[src/rtl/arc_pkg.sv]
package arc_pkg;

  localparam int OP_W        = 5;
  localparam int SAMPLE_W    = 10;
  localparam int VALUE_W     = 16;
  localparam int CHAN_W      = 3;
  localparam int TABLE_LEN   = 21;
  localparam int ZERO_SEG    = 5;
  localparam int DIV_NUM_W   = 27;
  localparam int DIV_DEN_W   = 14;
  localparam int QUEUE_DEPTH = 4;

  localparam logic [OP_W-1:0] OP_RAW    = 5'd0;
  localparam logic [OP_W-1:0] OP_T2C    = 5'd1;
  localparam logic [OP_W-1:0] OP_T2F    = 5'd2;
  localparam logic [OP_W-1:0] OP_PCT    = 5'd3;
  localparam logic [OP_W-1:0] OP_ONOFF  = 5'd4;
  localparam logic [OP_W-1:0] OP_OFFON  = 5'd5;
  localparam logic [OP_W-1:0] OP_PASS6  = 5'd6;
  localparam logic [OP_W-1:0] OP_PASS7  = 5'd7;
  localparam logic [OP_W-1:0] OP_T3C    = 5'd8;
  localparam logic [OP_W-1:0] OP_T3F    = 5'd9;
  localparam logic [OP_W-1:0] OP_UNUSED = 5'd10;
  localparam logic [OP_W-1:0] OP_5V     = 5'd11;
  localparam logic [OP_W-1:0] OP_10V    = 5'd12;
  localparam logic [OP_W-1:0] OP_20MA   = 5'd13;
  localparam logic [OP_W-1:0] OP_100MA  = 5'd14;
  localparam logic [OP_W-1:0] OP_LMC    = 5'd15;
  localparam logic [OP_W-1:0] OP_LMF    = 5'd16;

  typedef enum logic [3:0] {
    CLS_RAW, CLS_THERM, CLS_PCT, CLS_SWITCH, CLS_PASS,
    CLS_ZERO, CLS_SCALE, CLS_LM, CLS_BAD
  } cls_t;

  typedef enum logic [1:0] {SC_5V, SC_10V, SC_20MA, SC_100MA} scale_t;

  typedef struct packed {
    cls_t                cls;
    logic                fahr;
    logic                type3;
    logic                on_off;
    scale_t              scale;
    logic [SAMPLE_W-1:0] sample;
    logic [VALUE_W-1:0]  caladj;
    logic [CHAN_W-1:0]   chan;
  } entry_t;

  // Segment widths in ADC counts, 10.0 C per segment.
  function automatic logic [6:0] seg_width(input logic type3, input logic [4:0] idx);
    logic [6:0] w;
    case (idx)
      5'd0:    w = type3 ? 7'd18  : 7'd15;
      5'd1:    w = type3 ? 7'd29  : 7'd25;
      5'd2:    w = type3 ? 7'd45  : 7'd41;
      5'd3:    w = type3 ? 7'd63  : 7'd61;
      5'd4:    w = type3 ? 7'd81  : 7'd83;
      5'd5:    w = type3 ? 7'd96  : 7'd102;
      5'd6:    w = type3 ? 7'd104 : 7'd113;
      5'd7:    w = type3 ? 7'd103 : 7'd112;
      5'd8:    w = type3 ? 7'd94  : 7'd101;
      5'd9:    w = type3 ? 7'd80  : 7'd85;
      5'd10:   w = type3 ? 7'd65  : 7'd67;
      5'd11:   w = 7'd51;
      5'd12:   w = type3 ? 7'd40  : 7'd38;
      5'd13:   w = type3 ? 7'd30  : 7'd28;
      5'd14:   w = type3 ? 7'd23  : 7'd21;
      5'd15:   w = type3 ? 7'd17  : 7'd15;
      5'd16:   w = type3 ? 7'd13  : 7'd11;
      5'd17:   w = type3 ? 7'd10  : 7'd8;
      5'd18:   w = type3 ? 7'd8   : 7'd6;
      5'd19:   w = type3 ? 7'd6   : 7'd5;
      5'd20:   w = type3 ? 7'd24  : 7'd19;
      default: w = 7'd0;
    endcase
    return w;
  endfunction

endpackage

[src/rtl/arc_front.sv]
module arc_front #(
  parameter int CHANNELS = 8
) (
  input  logic                         clk,
  input  logic                         rst,
  input  logic                         push,
  output logic                         full,
  input  logic [arc_pkg::OP_W-1:0]     op,
  input  logic [arc_pkg::SAMPLE_W-1:0] sample,
  input  logic [arc_pkg::VALUE_W-1:0]  calibration,
  input  logic [arc_pkg::CHAN_W-1:0]   channel,
  input  logic                         cfg_we,
  input  logic [arc_pkg::VALUE_W-1:0]  cfg_data,
  input  logic                         q_full,
  output logic                         q_push,
  output arc_pkg::entry_t              q_entry
);
  import arc_pkg::*;

  logic [VALUE_W-1:0] cal_offset;
  logic [CHAN_W-1:0]  chan_wrap;

  always_ff @(posedge clk) begin
    if (rst) begin
      cal_offset <= '0;
    end else if (cfg_we) begin
      cal_offset <= cfg_data;
    end
  end

  assign full   = q_full;
  assign q_push = push & ~q_full;

  // channel modulo CHANNELS, eight conditional subtracts
  always_comb begin
    chan_wrap = channel;
    for (int i = 0; i < 8; i++) begin
      if (int'(chan_wrap) >= CHANNELS) begin
        chan_wrap = chan_wrap - CHAN_W'(CHANNELS);
      end
    end
  end

  always_comb begin
    q_entry        = '0;
    q_entry.sample = sample;
    q_entry.caladj = calibration - cal_offset;
    q_entry.chan   = chan_wrap;
    q_entry.cls    = CLS_BAD;
    q_entry.scale  = SC_5V;
    case (op)
      OP_RAW:    q_entry.cls = CLS_RAW;
      OP_T2C:    q_entry.cls = CLS_THERM;
      OP_T2F: begin
        q_entry.cls  = CLS_THERM;
        q_entry.fahr = 1'b1;
      end
      OP_T3C: begin
        q_entry.cls   = CLS_THERM;
        q_entry.type3 = 1'b1;
      end
      OP_T3F: begin
        q_entry.cls   = CLS_THERM;
        q_entry.type3 = 1'b1;
        q_entry.fahr  = 1'b1;
      end
      OP_PCT:    q_entry.cls = CLS_PCT;
      OP_ONOFF: begin
        q_entry.cls    = CLS_SWITCH;
        q_entry.on_off = 1'b1;
      end
      OP_OFFON:  q_entry.cls = CLS_SWITCH;
      OP_PASS6, OP_PASS7: q_entry.cls = CLS_PASS;
      OP_UNUSED: q_entry.cls = CLS_ZERO;
      OP_5V: begin
        q_entry.cls   = CLS_SCALE;
        q_entry.scale = SC_5V;
      end
      OP_10V: begin
        q_entry.cls   = CLS_SCALE;
        q_entry.scale = SC_10V;
      end
      OP_20MA: begin
        q_entry.cls   = CLS_SCALE;
        q_entry.scale = SC_20MA;
      end
      OP_100MA: begin
        q_entry.cls   = CLS_SCALE;
        q_entry.scale = SC_100MA;
      end
      OP_LMC:    q_entry.cls = CLS_LM;
      OP_LMF: begin
        q_entry.cls  = CLS_LM;
        q_entry.fahr = 1'b1;
      end
      default:   q_entry.cls = CLS_BAD;
    endcase
  end

endmodule

[src/rtl/arc_queue.sv]
module arc_queue (
  input  logic            clk,
  input  logic            rst,
  input  logic            wr_en,
  input  arc_pkg::entry_t wr_data,
  input  logic            rd_en,
  output arc_pkg::entry_t rd_data,
  output logic            full,
  output logic            empty
);
  import arc_pkg::*;

  localparam int AW = $clog2(QUEUE_DEPTH);

  entry_t        mem [QUEUE_DEPTH];
  logic [AW-1:0] wr_ptr;
  logic [AW-1:0] rd_ptr;
  logic [AW:0]   count;

  assign full  = (count == (AW + 1)'(QUEUE_DEPTH));
  assign empty = (count == '0);

  always_ff @(posedge clk) begin
    if (wr_en) begin
      mem[wr_ptr] <= wr_data;
    end
    if (rd_en) begin
      rd_data <= mem[rd_ptr];
    end
  end

  always_ff @(posedge clk) begin
    if (rst) begin
      wr_ptr <= '0;
      rd_ptr <= '0;
      count  <= '0;
    end else begin
      if (wr_en) begin
        wr_ptr <= wr_ptr + 1'b1;
      end
      if (rd_en) begin
        rd_ptr <= rd_ptr + 1'b1;
      end
      if (wr_en && !rd_en) begin
        count <= count + 1'b1;
      end else if (rd_en && !wr_en) begin
        count <= count - 1'b1;
      end
    end
  end

endmodule

[src/rtl/arc_div.sv]
module arc_div (
  input  logic                                 clk,
  input  logic                                 rst,
  input  logic                                 start,
  input  logic signed [arc_pkg::DIV_NUM_W-1:0] num,
  input  logic        [arc_pkg::DIV_DEN_W-1:0] den,
  output logic                                 done,
  output logic signed [arc_pkg::DIV_NUM_W-1:0] quot
);
  import arc_pkg::*;

  // restoring divider, one quotient bit per cycle, truncates toward zero
  logic [4:0]           cnt;
  logic                 busy;
  logic                 neg;
  logic [DIV_DEN_W:0]   rem;
  logic [DIV_NUM_W-1:0] mag;
  logic [DIV_DEN_W:0]   shifted;
  logic [DIV_DEN_W+1:0] diff;
  logic                 ge;

  assign shifted = {rem[DIV_DEN_W-1:0], mag[DIV_NUM_W-1]};
  assign diff    = {1'b0, shifted} - {2'b00, den};
  assign ge      = ~diff[DIV_DEN_W+1];
  assign quot    = neg ? -$signed(mag) : $signed(mag);

  always_ff @(posedge clk) begin
    if (rst) begin
      busy <= 1'b0;
      done <= 1'b0;
    end else begin
      done <= 1'b0;
      if (start) begin
        busy <= 1'b1;
        cnt  <= 5'(DIV_NUM_W);
        rem  <= '0;
        neg  <= num[DIV_NUM_W-1];
        mag  <= num[DIV_NUM_W-1] ? 27'(-num) : 27'(num);
      end else if (busy) begin
        rem <= ge ? diff[DIV_DEN_W:0] : shifted;
        mag <= {mag[DIV_NUM_W-2:0], ge};
        cnt <= cnt - 5'd1;
        if (cnt == 5'd1) begin
          busy <= 1'b0;
          done <= 1'b1;
        end
      end
    end
  end

endmodule

[src/rtl/arc_back.sv]
module arc_back #(
  parameter int CHANNELS = 8,
  parameter int SEGMENTS = 20
) (
  input  logic                        clk,
  input  logic                        rst,
  input  logic                        q_empty,
  output logic                        q_rd,
  input  arc_pkg::entry_t             q_data,
  input  logic                        pop,
  output logic                        empty,
  output logic [arc_pkg::VALUE_W-1:0] value,
  output logic                        unsupported
);
  import arc_pkg::*;

  localparam int CW        = (CHANNELS > 1) ? $clog2(CHANNELS) : 1;
  localparam int START_IDX = (SEGMENTS < TABLE_LEN) ? SEGMENTS : TABLE_LEN - 1;

  // constant divides by reciprocal multiply: q = (x * ceil(2^k / d)) >> k,
  // exact over the numerator ranges seen here
  localparam logic [24:0] RECIP_1023  = 25'd131201;    // k = 27, x < 2^17
  localparam logic [24:0] RECIP_10000 = 25'd27487791;  // k = 38, x < 2^25
  localparam logic [24:0] RECIP_5     = 25'd26215;     // k = 17, x < 2^15
  localparam logic [25:0] LM_SCALE    = 26'd48876;
  localparam logic [25:0] LM_ZERO     = 26'd27320000;

  typedef enum logic [2:0] {
    B_IDLE, B_LOAD, B_SEARCH, B_TEMP, B_DIV, B_RECIP, B_POST, B_OUT
  } state_t;
  typedef enum logic [1:0] {P_FAHR, P_PCT, P_BAND, P_LM} post_t;

  state_t                      state;
  post_t                       post;
  entry_t                      ent;
  logic [4:0]                  idx;
  logic [11:0]                 acc;
  logic                        first;
  logic signed [12:0]          temp;
  logic [VALUE_W-1:0]          res;
  logic                        res_unsup;
  logic                        out_valid;
  logic [CHANNELS-1:0]         sw;
  logic                        div_start;
  logic signed [DIV_NUM_W-1:0] div_num;
  logic [DIV_DEN_W-1:0]        div_den;
  logic                        div_done;
  logic signed [DIV_NUM_W-1:0] div_q;
  logic [24:0]                 rnum;
  logic                        rneg;
  logic [VALUE_W-1:0]          rq;

  logic [6:0]          w_cur;
  logic [6:0]          w_prev;
  logic                hit;
  logic signed [12:0]  seg_tenths;
  logic [CW-1:0]       ch;
  logic [5:0]          band;
  logic                new_bit;
  logic [DIV_NUM_W-1:0] scaled;
  logic [25:0]         lm_prod;
  logic                lm_neg;
  logic [24:0]         lm_mag;
  logic [VALUE_W-1:0]  rq_mag;
  logic [12:0]         temp_mag;
  logic [24:0]         r_const;
  logic [49:0]         r_prod;
  logic [VALUE_W-1:0]  r_quot;

  arc_div u_div (
    .clk   (clk),
    .rst   (rst),
    .start (div_start),
    .num   (div_num),
    .den   (div_den),
    .done  (div_done),
    .quot  (div_q)
  );

  assign q_rd       = (state == B_IDLE) && !q_empty;
  assign empty      = ~out_valid;
  assign w_cur      = seg_width(ent.type3, idx);
  assign w_prev     = seg_width(ent.type3, idx - 5'd1);
  assign hit        = acc > {2'b00, ent.sample};
  assign seg_tenths = 13'((int'(idx) - ZERO_SEG) * 100);
  assign ch         = CW'(ent.chan);
  assign band       = rq[5:0];

  // LM235 numerator split into sign and magnitude
  assign lm_prod  = 26'(q_data.sample) * LM_SCALE;
  assign lm_neg   = lm_prod < LM_ZERO;
  assign lm_mag   = lm_neg ? 25'(LM_ZERO - lm_prod) : 25'(lm_prod - LM_ZERO);
  assign rq_mag   = rq[VALUE_W-1] ? -rq : rq;
  assign temp_mag = temp[12] ? 13'(-temp) : 13'(temp);

  always_comb begin
    if (band <= 6'd24) begin
      new_bit = ~ent.on_off;
    end else if (band >= 6'd26) begin
      new_bit = ent.on_off;
    end else begin
      new_bit = sw[ch];
    end
  end

  always_comb begin
    case (q_data.scale)
      SC_5V:    scaled = DIV_NUM_W'(int'(q_data.sample) * 5000);
      SC_10V:   scaled = DIV_NUM_W'(int'(q_data.sample) * 10000);
      SC_20MA:  scaled = DIV_NUM_W'(int'(q_data.sample) * 2000);
      SC_100MA: scaled = DIV_NUM_W'(int'(q_data.sample) * 100000);
      default:  scaled = '0;
    endcase
  end

  always_comb begin
    case (post)
      P_LM:    r_const = RECIP_10000;
      P_FAHR:  r_const = RECIP_5;
      default: r_const = RECIP_1023;
    endcase
  end

  assign r_prod = 50'(rnum) * 50'(r_const);

  always_comb begin
    case (post)
      P_LM:    r_quot = VALUE_W'(r_prod[49:38]);
      P_FAHR:  r_quot = r_prod[32:17];
      default: r_quot = r_prod[42:27];
    endcase
  end

  always_ff @(posedge clk) begin
    if (rst) begin
      state     <= B_IDLE;
      out_valid <= 1'b0;
      div_start <= 1'b0;
      sw        <= '0;
    end else begin
      div_start <= (state == B_SEARCH) && hit && !first;
      if (state == B_OUT && (!out_valid || pop)) begin
        out_valid <= 1'b1;
      end else if (pop) begin
        out_valid <= 1'b0;
      end
      case (state)
        B_IDLE: begin
          if (!q_empty) begin
            state <= B_LOAD;
          end
        end
        B_LOAD: begin
          ent       <= q_data;
          res_unsup <= (q_data.cls == CLS_BAD);
          case (q_data.cls)
            CLS_RAW: begin
              res   <= VALUE_W'(q_data.sample) + q_data.caladj;
              state <= B_OUT;
            end
            CLS_PASS: begin
              res   <= VALUE_W'(q_data.sample);
              state <= B_OUT;
            end
            CLS_SCALE: begin
              res   <= scaled[VALUE_W+9:10];
              state <= B_OUT;
            end
            CLS_THERM: begin
              idx   <= 5'(START_IDX);
              acc   <= 12'(seg_width(q_data.type3, 5'(START_IDX)));
              first <= 1'b1;
              state <= B_SEARCH;
            end
            CLS_PCT: begin
              rnum  <= 25'(q_data.sample) * 25'd100;
              rneg  <= 1'b0;
              post  <= P_PCT;
              state <= B_RECIP;
            end
            CLS_SWITCH: begin
              rnum  <= 25'(q_data.sample) * 25'd50;
              rneg  <= 1'b0;
              post  <= P_BAND;
              state <= B_RECIP;
            end
            CLS_LM: begin
              rnum  <= lm_mag;
              rneg  <= lm_neg;
              post  <= P_LM;
              state <= B_RECIP;
            end
            default: begin
              res   <= '0;
              state <= B_OUT;
            end
          endcase
        end
        B_SEARCH: begin
          if (hit) begin
            if (first) begin
              temp  <= seg_tenths;
              state <= B_TEMP;
            end else begin
              div_num <= DIV_NUM_W'((int'(acc) - int'(ent.sample)) * 100);
              div_den <= DIV_DEN_W'(w_cur);
              state   <= B_DIV;
            end
          end else if (idx == 5'd0) begin
            temp  <= -13'sd1000;
            state <= B_TEMP;
          end else begin
            idx   <= idx - 5'd1;
            acc   <= acc + 12'(w_prev);
            first <= 1'b0;
          end
        end
        B_TEMP: begin
          if (ent.fahr) begin
            rnum  <= 25'(temp_mag) * 25'd9;
            rneg  <= temp[12];
            post  <= P_FAHR;
            state <= B_RECIP;
          end else begin
            res   <= VALUE_W'(temp) + ent.caladj;
            state <= B_OUT;
          end
        end
        B_DIV: begin
          // segment interpolation only
          if (div_done && !div_start) begin
            temp  <= 13'(div_q) + seg_tenths;
            state <= B_TEMP;
          end
        end
        B_RECIP: begin
          rq    <= rneg ? -r_quot : r_quot;
          state <= B_POST;
        end
        B_POST: begin
          case (post)
            P_FAHR: begin
              res   <= rq + VALUE_W'(320) +
                       ((ent.cls == CLS_THERM) ? ent.caladj : '0);
              state <= B_OUT;
            end
            P_PCT: begin
              res   <= rq;
              state <= B_OUT;
            end
            P_BAND: begin
              sw[ch] <= new_bit;
              res    <= VALUE_W'(new_bit);
              state  <= B_OUT;
            end
            P_LM: begin
              if (ent.fahr) begin
                rnum  <= 25'(rq_mag) * 25'd9;
                rneg  <= rq[VALUE_W-1];
                post  <= P_FAHR;
                state <= B_RECIP;
              end else begin
                res   <= rq;
                state <= B_OUT;
              end
            end
            default: state <= B_OUT;
          endcase
        end
        B_OUT: begin
          if (!out_valid || pop) begin
            value       <= res;
            unsupported <= res_unsup;
            state       <= B_IDLE;
          end
        end
        default: state <= B_IDLE;
      endcase
    end
  end

endmodule

[src/rtl/adc_range_converter_unit.sv]
// Channel   Direction  Handshake           Word
// input     in         push / full         op, sample, calibration, channel
// result    out        pop / empty         value, unsupported
// config    in         cfg_we (no wait)    cfg_data -> calibration offset
//
// Flow: an item passes the input queue, then the back end works it alone.
// Raw, pass, scaling and unknown modes go from load straight to output;
// percent, on/off and LM235 C pass the reciprocal and post steps, LM235 F
// twice (reciprocal multiplies for constant divides). Thermistors take up
// to 21 search steps plus a bit-serial divide for the segment interpolation.
// Reset clears the queue, the result valid flag, the offset and switch states.
// A full queue stalls push; an untaken result stalls the back end only.
module adc_range_converter_unit #(
  parameter int CHANNELS = 8,
  parameter int SEGMENTS = 20
) (
  input  logic                         clk,
  input  logic                         rst,
  input  logic                         push,
  output logic                         full,
  input  logic [arc_pkg::OP_W-1:0]     op,
  input  logic [arc_pkg::SAMPLE_W-1:0] sample,
  input  logic [arc_pkg::VALUE_W-1:0]  calibration,
  input  logic [arc_pkg::CHAN_W-1:0]   channel,
  input  logic                         pop,
  output logic                         empty,
  output logic [arc_pkg::VALUE_W-1:0]  value,
  output logic                         unsupported,
  input  logic                         cfg_we,
  input  logic [arc_pkg::VALUE_W-1:0]  cfg_data
);
  import arc_pkg::*;

  entry_t q_entry;
  entry_t q_data;
  logic   q_push;
  logic   q_full;
  logic   q_empty;
  logic   q_rd;

  // front: offset register and mode decode
  arc_front #(.CHANNELS(CHANNELS)) u_front (
    .clk         (clk),
    .rst         (rst),
    .push        (push),
    .full        (full),
    .op          (op),
    .sample      (sample),
    .calibration (calibration),
    .channel     (channel),
    .cfg_we      (cfg_we),
    .cfg_data    (cfg_data),
    .q_full      (q_full),
    .q_push      (q_push),
    .q_entry     (q_entry)
  );

  // decoupling queue between decode and conversion
  arc_queue u_queue (
    .clk     (clk),
    .rst     (rst),
    .wr_en   (q_push),
    .wr_data (q_entry),
    .rd_en   (q_rd),
    .rd_data (q_data),
    .full    (q_full),
    .empty   (q_empty)
  );

  // back: table search, divider, hysteresis, result register
  arc_back #(.CHANNELS(CHANNELS), .SEGMENTS(SEGMENTS)) u_back (
    .clk         (clk),
    .rst         (rst),
    .q_empty     (q_empty),
    .q_rd        (q_rd),
    .q_data      (q_data),
    .pop         (pop),
    .empty       (empty),
    .value       (value),
    .unsupported (unsupported)
  );

endmodule

[config.mk]
export PLATFORM = sky130hd
export DESIGN_NAME = adc_range_converter_unit
export DESIGN_NICKNAME = d
export VERILOG_FILES = /design/src/rtl/arc_pkg.sv /design/src/rtl/arc_front.sv /design/src/rtl/arc_queue.sv /design/src/rtl/arc_div.sv /design/src/rtl/arc_back.sv /design/src/rtl/adc_range_converter_unit.sv
export SDC_FILE = /design/constraint.sdc
export NUM_CORES = 2
export LEC_CHECK = 0
export ABC_AREA = 1
export BUFFER_PORTS_ARGS = -buffer_cell sky130_fd_sc_hd__buf_2
export CAP_MARGIN = 20
export CORE_MARGIN = 4
export CORE_UTILIZATION = 30
export DETAILED_ROUTE_END_ITERATION = 6
export PLACE_DENSITY = 0.49
export SLEW_MARGIN = 0
export SYNTH_ARGS = -nofsm -noshare
export SYNTH_HDL_FRONTEND = slang
export SYNTH_SLANG_ARGS = --single-unit
[constraint.sdc]
create_clock -name clk -period 11.2 [get_ports clk]
set_input_delay 1.12 -clock clk [delete_from_list [all_inputs] [get_ports clk]]
set_output_delay 1.12 -clock clk [all_outputs]
set_load 0.05 [all_outputs]
==> impl_summary.md <==
Worst setup path
The destination of the critical timing path is u_back.rq[14]$_DFFE_PP_. Data on the critical path is required at its endpoint by 11.56 ns. The start-to-end type of the worst setup path is reg2reg. Along the worst path, the maximum fanout reaches 40.

STA classifies the critical path startpoint as a flop. The launching point of the worst reg2reg path is u_back.post[0]$_SDFFCE_PN0P_. Measured in cells, the most critical reg-to-reg path has a length of 31. STA puts the critical path data arrival time at 9.65 ns.

The delay contributed by the slowest stage of the critical path is 0.80 ns. For this design, the slowest cell found on the critical path is nor2_1. In this run the critical register-to-register path is captured at u_back.rq[14]$_DFFE_PP_. The critical path endpoint category is a flop. The worst register-to-register path has a setup slack of 1.92 ns.

In this run the worst setup path begins at u_back.post[0]$_SDFFCE_PN0P_.

Logic synthesis
Of the total synthesized cell area, the portion taken by AND, OR, NAND and NOR gates is 0.1707. Dividing the synthesized area by the synthesized cell count gives 8.130 um2. Of the total synthesized cell area, the portion taken by XOR and XNOR cells is 0.03228.

After synthesis, the share of cell area in mux cells is 0. The combinational family with the most area after synthesis is adder cells. Synthesis inferred 452 register bits. The most common flop cell mapped by yosys is edfxtp_1. The post-synthesis instance total is 6693. In this run, synthesis inferred 414 flip-flops with an integrated enable. The share of synthesized flip-flops with an asynchronous set or reset is 0.

The compound-gate portion of the synthesized area is 0.09774. Of the total synthesized cell area, the portion taken by full adders, half adders and majority gates is 0.3448. The number of distinct library cells after synthesis is 66. The synthesis warning total is 0. The area of the mapped netlist is 54420 um2. The portion of the post-synthesis area used by sequential elements is 0.2424.

Timing
Dividing the final minimum period by the clock period gives 0.8289. The max-slew violation count is 0. The worst-case clock skew is 0.04287 ns. Subtracting the final worst setup slack from the clock period gives 9.284 ns. The number of endpoints with negative hold slack in the final report is 0. Setup violations remaining at the end of the flow were counted as 0. For the pin with the worst max-slew slack, the measured transition is 1.030 ns. Setup repair after global routing left no endpoint under its margin. The highest achievable clock rate is 107.7 MHz. The tightest hold path in the finished design has a slack of 0.4090 ns.

The max-slew headroom at the worst pin is 0.3107. For the final routed database, the setup TNS stands at 0 ns.

Worst hold path
Counting instances, the worst hold path has a depth of 0. The class of the worst hold path is reg2reg.

Drt
The iteration-0 DRC count of the detailed router is 2697. The post-detailed-routing wire length is 164200 um. The average wire per standard cell is 17.85 um. The count of antenna-violating nets left after detailed routing is 0.

For this run, design rule violations remaining after detail routing come to 5. The final route contains 43260 vias. The number of optimization iterations in the first detailed-route pass is 7. The post-detailed-route via-to-cell ratio is 4.704.

Clock network
Buffers added to address setup during post-CTS repair amount to 0. After clock tree synthesis, the repair step resized 0 gates. Clock-pin slew was measured on the worst setup and hold paths at 0.06 ns. TritonCTS built the clock tree. The number of buffers created by CTS is 51. The library cell used as clock root buffer is clkbuf_16.

Hold repair after CTS inserted 0 buffers. The number of clock sinks seen by CTS is 452. The H-tree generated during clock tree synthesis spans 2 levels.

The clock latency reported for the late side of the worst-skew pair is 0.65 ns. The longest clock path from root to sink contains 3 buffers.

Global route
The number of global-route vias before repair is 43550. Summed over all layers, the global routing overflow is 0. The first global-routing pass estimated 254300 um of wire. Entering global routing, the biggest net connects 78 pins. The total global-route track usage is 0.1739. The initial antenna violation count was 2.

Placement
The weighted congestion reported at the end of routability-driven placement is 0.9396. The total of buffers placed on input and output ports is 73. The estimated wirelength of the detail-placed design is 136400 um.

Floorplanning
The standard-cell row count is 156. Pin placement for this block handled 74 I/O pins. The die covers 188300 um2. Measured along the x axis, the die boundary spans 433.9 um.

The area inside the core boundary is 180500 um2. The die height is 433.9 um. The effective utilization at floorplan is 0.3014.

Layout
The area growth from synthesis to layout is 9.616%. The top cell types in the final layout, fill and taps aside, are 1506 x inv_1, 1168 x nand2_1, 755 x ha_1, 577 x nor2_1, 464 x fa_1. In the final design database the tool counted 8061 nets. Counting the fill cells in the layout gives 19090. The share of layout cells above drive strength 1 is 0.04189. The leading cell type in the layout, fill and taps excluded is inv_1.

Job
The number of max-capacitance violations reported is 0.

Outcome
The final reports fail on DRC. The flow ran to the end, but the final reports show violations.
[synthesized netlist by cell type, drive strengths merged (2+ instances only)]
cell type / instances / area share
nor4: 20 / 0.0023
clkinv: 4 / 0.00028
ha: 757 / 0.17
or2: 26 / 0.0030
o2111ai: 8 / 0.0013
o22ai: 52 / 0.0060
o41ai: 3 / 0.00048
a221oi: 4 / 0.00064
o221ai: 5 / 0.00080
o31ai: 13 / 0.0018
a31oi: 17 / 0.0020
a22o: 3 / 0.00048
dfxtp: 38 / 0.014
nand4: 45 / 0.0052
o21ai: 377 / 0.035
o21a: 8 / 0.0011
a21o: 12 / 0.0017
a21oi: 374 / 0.035
a211oi: 15 / 0.0021
a211o: 2 / 0.00032
and2: 3 / 0.00034
nand2: 1184 / 0.082
xor2: 129 / 0.021
nand3: 273 / 0.026
nor3b: 2 / 0.00028
or4: 3 / 0.00041
edfxtp: 414 / 0.23
and3: 4 / 0.00046
o32ai: 4 / 0.00064
fa: 464 / 0.17
o211ai: 23 / 0.0032
clkbuf: 84 / 0.0058
buf: 13 / 0.0014
inv: 1516 / 0.10
o21bai: 21 / 0.0031
nor3: 68 / 0.0063
xnor2: 69 / 0.011
a22oi: 2 / 0.00028
nor2: 590 / 0.041
conb: 2 / 0.00014
nand3b: 23 / 0.0032
a21boi: 12 / 0.0017
[flip-flops by register name, indices dropped and copies added (netlist names), 2 cells and up]
name	count
u_back.u_div.cnt	5
u_back.res	16
u_back.rq	16
u_front.cal_offset	16
u_back.post	2
u_queue.mem	152
u_back.value	16
u_back.ent	33
u_queue.rd_data	38
u_back.sw	8
u_back.state	3
u_back.div_den	7
u_queue.wr_ptr	2
u_queue.count	3
u_back.acc	12
u_back.div_num	25
u_back.u_div.mag	27
u_back.ch	3
u_back.temp	13
u_back.u_div.rem	14
u_back.rnum	25
u_back.idx	5
u_queue.rd_ptr	2
[cell type report]
cell class	count	area, um2	area share
Tap cell	2370	2965	0.04971
Timing Repair Buffer	119	734.5	0.01231
Inverter	1520	5705	0.09565
Antenna cell	1	2.502	0.00004195
Sequential cell	452	13190	0.2212
Multi-Input combinational cell	4641	35290	0.5916
Clock inverter	34	402.9	0.006754
Clock buffer	61	1354	0.02270
[per-stage QoR]
stage	util	instance area, um2	instances	setup WS [ns]
2_1_floorplan	-	54480	6710	3.058
3_3_place_gp	0.3204	57840	9099	2.045
3_5_place_dp	0.3204	57860	9100	1.966
4_1_cts	0.3302	59610	9195	1.906
5_1_grt	0.3304	59650	9197	1.424
6_report	0.3304	59650	9198	1.916
[layer usage]
layer	global-route usage	vias up	routed length, um
met5	0	-	7
met4	0.04773	2	4925
met3	0.01594	206	6609
met2	0.3040	885	79390
met1	0.2293	20550	73260
li1	-	21620	-
[cells by family after synthesis]
group | after synthesis
adder cells (fa/ha/maj) | 1221
buffers and inverters | 1617
AO/OA/AOI/OAI | 960
XOR/XNOR | 198
other | 2
AND/OR/NAND/NOR | 2243
flip-flops | 452
[worst min path at each step]
stage	from	to
final	u_back.res[6]$_DFFE_PP_	u_back.value[6]$_DFFE_PP_
after global routing	u_back.res[6]$_DFFE_PP_	u_back.value[6]$_DFFE_PP_
after CTS	u_back.res[6]$_DFFE_PP_	u_back.value[6]$_DFFE_PP_
after detailed placement	u_back.res[11]$_DFFE_PP_	u_back.value[11]$_DFFE_PP_
after global placement	u_back.res[6]$_DFFE_PP_	u_back.value[6]$_DFFE_PP_
after floorplan	u_queue.rd_data[0]$_DFFE_PP_	u_back.ch[0]$_DFFE_PP_
[critical path: cells and delay by family, from the launching register on]
| family | cells | cell delay, ns |
|---|---|---|
| simple gates | 12 | 2.60 |
| compound gates | 1 | 0.26 |
| xor+xnor | 1 | 0.13 |
| buf+inv | 7 | 0.92 |
| flops | 1 | 0.54 |
| fa+ha+maj | 10 | 4.52 |
Power is not shown: default switching activity piles up to over one toggle a cycle in this logic, so the estimate is an artifact.
